`src/rtl/core/kcdt_pkg.sv`:
```
// Package: shared types and constants of the keyed counter delta table.
`default_nettype none
package kcdt_pkg;

    localparam int ID_W      = 22;
    localparam int CFG_IDX_W = 1;
    localparam int CFG_DAT_W = 16;

    typedef enum logic [1:0] {
        FUNC_BEGIN  = 2'd0,
        FUNC_SAMPLE = 2'd1,
        FUNC_END    = 2'd2,
        FUNC_NONE   = 2'd3
    } func_t;

    localparam logic [CFG_IDX_W-1:0] REG_THRESHOLD = 1'd0;
    localparam logic [CFG_IDX_W-1:0] REG_LIMIT     = 1'd1;

    typedef struct packed {
        logic [1:0]      func;
        logic [ID_W-1:0] task_id;
        logic [63:0]     name_low;
        logic [63:0]     name_high;
        logic [63:0]     read_total;
        logic [63:0]     write_total;
        logic            detail_request;
    } in_item_t;

    typedef struct packed {
        logic [ID_W-1:0] out_id;
        logic [31:0]     read_kb;
        logic [31:0]     wr_kb;
        logic            report_flag;
        logic            detail_flag;
        logic            new_entry;
        logic            table_full;
        logic [10:0]     removed_count;
        logic [6:0]      reported_count;
        logic [6:0]      detailed_count;
    } out_item_t;

    // Back-end sequencer states
    typedef enum logic [2:0] {
        ST_IDLE,
        ST_READ,
        ST_LOOK,
        ST_CALC,
        ST_SWEEP,
        ST_CLEAR,
        ST_OUT
    } back_state_t;

endpackage
`default_nettype wire

```
`src/rtl/core/kcdt_front.sv`:
```
// Front end: accepts items, cleans the name, and holds them in a two-entry queue.
`default_nettype none
module kcdt_front #(
    parameter int NAME_BYTES = 16
) (
    input  wire                  clk,
    input  wire                  rst_n,
    input  kcdt_pkg::in_item_t   in_item,
    input  wire                  in_valid,
    output logic                 in_stall,
    output kcdt_pkg::in_item_t   q_item,
    output logic                 q_valid,
    input  wire                  q_pop
);
    kcdt_pkg::in_item_t mem_reg [2];
    logic               wr_ptr_reg, rd_ptr_reg;
    logic [1:0]         cnt_reg;
    logic [127:0]       name_clean;
    kcdt_pkg::in_item_t cleaned;
    logic               push;

    // Zero every byte after the first zero byte or past NAME_BYTES
    always_comb
    begin
        logic ended;
        ended = 1'b0;
        name_clean = {in_item.name_high, in_item.name_low};
        for (int i = 0; i < 16; i++)
        begin
            if (i >= NAME_BYTES || name_clean[i*8 +: 8] == 8'd0)
                ended = 1'b1;
            if (ended)
                name_clean[i*8 +: 8] = 8'd0;
        end
        cleaned = in_item;
        cleaned.name_low  = name_clean[63:0];
        cleaned.name_high = name_clean[127:64];
    end

    assign in_stall = (cnt_reg == 2'd2);
    assign push     = in_valid && !in_stall;
    assign q_valid  = (cnt_reg != 2'd0);
    assign q_item   = mem_reg[rd_ptr_reg];

    // Queue storage
    always_ff @(posedge clk)
    begin
        if (push)
            mem_reg[wr_ptr_reg] <= cleaned;
    end

    // Queue pointers
    always_ff @(posedge clk or negedge rst_n)
    begin
        if (!rst_n)
        begin
            wr_ptr_reg <= 1'b0;
            rd_ptr_reg <= 1'b0;
            cnt_reg    <= 2'd0;
        end
        else
        begin
            if (push)
                wr_ptr_reg <= ~wr_ptr_reg;
            if (q_pop)
                rd_ptr_reg <= ~rd_ptr_reg;
            cnt_reg <= cnt_reg + {1'b0, push} - {1'b0, q_pop};
        end
    end
endmodule
`default_nettype wire

```
`config.mk`:
```
export PLATFORM = sky130hd
export DESIGN_NAME = kcdt_front
export DESIGN_NICKNAME = d
export VERILOG_FILES = /design/src/rtl/core/kcdt_pkg.sv /design/src/rtl/core/kcdt_front.sv
export SDC_FILE = /design/constraint.sdc
export NUM_CORES = 1
export LEC_CHECK = 0
export BUFFER_PORTS_ARGS = -buffer_cell sky130_fd_sc_hd__buf_2
export CAP_MARGIN = 20
export CORE_AREA = 2 2 222 224
export CTS_CLUSTER_DIAMETER = 30
export CTS_CLUSTER_SIZE = 28
export DETAILED_ROUTE_END_ITERATION = 16
export DIE_AREA = 0 0 224 226
export PLACE_DENSITY = 0.71
export SYNTH_ARGS = -nofsm -noshare
export SYNTH_HDL_FRONTEND = slang
export SYNTH_SLANG_ARGS = --single-unit
```
`constraint.sdc`:
```
create_clock -name clk -period 12.2 [get_ports clk]
set_clock_uncertainty 0.1 [all_clocks]
set_input_delay 3.66 -clock clk [delete_from_list [all_inputs] [get_ports clk]]
set_output_delay 3.66 -clock clk [all_outputs]
set_load 0.01 [all_outputs]
```
==> results.cfg <==
[floorplanning]
die_w_um = 224
die_h_um = 226
rows = 81
pin_count = 568
start_util_pct = 44.7
die-area_um2 = 50600
core_area_um2 = 48300

[synthesis]
postSynthCellCount = 1088
async_reset_ff_share_pct = 0.707
yosysSeqAreaShare_pct = 78.6
syn_nets = 1375
synth-seq-cells = 566
synth_edf_count = 562
synth.avg_cell_area_um2 = 19.9
ys_types = 28
syn_area_um2 = 21600
yosys_most_used_dff = edfxtp_1
ys_warn_count = 0

[global_routing]
grt_pass1_wl_mm = 74.5
grt_max_degree = 152
grt_use_total_pct = 19.7
antenna_found_initial = 19
grt-ovfl-total = 0
grt_pass1_vias = 12872

[critical_path]
crit_path_end_kind = primary output
worstPathMaxFanout = 75
crit_end = q_item[240]
path_common_cell = buf_4
r2r_start = cnt_reg[1]$_DFF_PN0_
rr_worst_depth = 3
required_ns = 8.44
worstPathCellList = buf_4, buf_4, mux2_2, buf_2
path_depth = 4
critical_path_arrival_ns = 3.32
crit_buf_inv = 3
worstReg2RegEnd = mem_reg[1][13]$_DFFE_PP_
rrSetupSlack_ns = 9.27
crit_path_start = rd_ptr_reg$_DFFE_PN0P_
critPathLaunchType = register
crit_type = register to primary output
critPathMaxStageDelay_ns = 0.88
path_delay_family = buffers and inverters
cpMaxStageDelayCell = buf_4

[placement]
dpl.hpwl_mm = 34.7
place_area_um2 = 25100
io_buffers = 567
post-place-ws_ns = 5.76
place_congestion = 0.893
placed_cells = 2239

[clock_tree]
cts_resized = 0
insertion_delay_ns = 0.63
root_buffer = clkbuf_16
cts_setup_buffers = 0
numCtsBuffers = 110
cts_tree = yes
htreeDepth = 3
clockBufferDepth = 3
cts_sinks = 566
clk_pin_slew_ns = 0.05
ctsHoldBuffers = 0

[power_and_ir_drop]
power_mw = 7.49
p_per_area_nw_per_um2 = 260
p_leak_nw = 10.9
vdd_drop_max_uv = 154

[final_layout]
layout-drive-gt1-share_pct = 57.3
nets = 2018
area_growth_pct = 33.3
nFillCells = 3561
final_cells = 2457
final_area_um2 = 28800
largest_register_ffs = 562
final_util_pct = 59.6

[timing]
hold-worst-slack_ns = 0.424
setup_slack_ns = 5.12
fin_crit_sh_pct = 58.1
tightestPinTransition_ns = 1.17
drv_slew = 0
maxSlewHeadroom_pct = 22.0
timing.final.crit_period_ns = 7.08
rsz0062_at_grt = no
setup_viol_count_final = 0
setup_tns_ns = 0
hold_viol = 0
fmax_ghz = 0.141

[routing]
viasPerCell = 5.04
drtPass1Iterations = 4
vias = 12379
drt_iter0_drc = 622
ant_nets = 0
wirelength_mm = 51.9
drt-wirelength-per-cell_um = 21.1
drc = 0

[min_path]
hold_path_class = register to register
whs_path_depth = 1

[run]
cap_violations = 0

[outcome]
outcome = finished clean
-- synthesized netlist by cell type, types with 3 or more instances --
cell type | n | area [um^2]
and2_1 | 95 | 594
or4_1 | 6 | 45.0
xnor2_1 | 3 | 26.3
buf_2 | 4 | 20.0
clkbuf_1 | 39 | 146
edfxtp_1 | 562 | 16900
and3_1 | 27 | 169
mux2_2 | 281 | 3160
nand2_1 | 14 | 52.6
dfrtp_1 | 4 | 100
nor2_1 | 5 | 18.8
nor4_1 | 25 | 156
buf_6 | 5 | 56.3
-- layout make-up --
type                       count  area, um^2  area share [%]
timing repair buffer         580        3000            10.4
clock inverter                86         777            2.70
tap                          622         778            2.70
inverter                       2        7.51          0.0261
clock buffer                 120        2830            9.83
sequential                   566       17000            58.9
multi-input combinational    471        4410            15.3
antenna                       10        25.0          0.0869
-- report_power, final --
part | switching, mW | internal, mW
Sequential | 0.0973 | 2.68
Clock | 0.974 | 1.86
Combinational | 1.07 | 0.806
Total | 2.14 | 5.35
-- kinds of logic (layout without fill, tap and decap cells) --
kind of cell               Yosys count  count (layout)  synth area share, %
other                                0              10                    0
AOI/OAI and AO/OA                    2               2               0.0463
buffers and inverters               51             788                 1.09
xor gates and xnor gates             4               4                0.162
adders and majority gates            2               2                0.116
muxes                              281             281                 14.6
DFF                                566             566                 78.6
and+or+nand+nor                    182             182                 5.37
-- worst reg2reg max path: stages (launching register included) --
cell      delay, ns
dfrtp_1        0.40
nand2b_1       0.14
and3_4         0.89
buf_12         0.58
-- worst min path at each step --
stage                                start                     end
floorplan           wr_ptr_reg$_DFFE_PN0P_  wr_ptr_reg$_DFFE_PN0P_
global placement      cnt_reg[0]$_DFF_PN0_    cnt_reg[0]$_DFF_PN0_
detailed placement    cnt_reg[0]$_DFF_PN0_    cnt_reg[0]$_DFF_PN0_
CTS                   cnt_reg[0]$_DFF_PN0_    cnt_reg[0]$_DFF_PN0_
global route          cnt_reg[0]$_DFF_PN0_    cnt_reg[0]$_DFF_PN0_
finish                cnt_reg[0]$_DFF_PN0_    cnt_reg[0]$_DFF_PN0_
-- layout by cell type (no fill, tap or decap), types with 12 or more instances in the layout --
cell type / n
clkinv_4: 12
clkinv_2: 24
edfxtp_1: 562
buf_2: 567
mux2_2: 281
clkbuf_16: 112
and3_1: 26
clkinv_1: 23
nand2_1: 14
nor4_1: 25
and2_1: 95
-- per-layer routing --
metal | vias up | part of all wire, % | track usage (%)
li1 | 5611 | - | -
met1 | 6092 | 38 | 23.0
met2 | 537 | 50 | 32.4
met3 | 123 | 9.3 | 7.69
met4 | 16 | 3.2 | 8.45
met5 | - | 0.18 | 0
(Power assumes the default switching activity.)
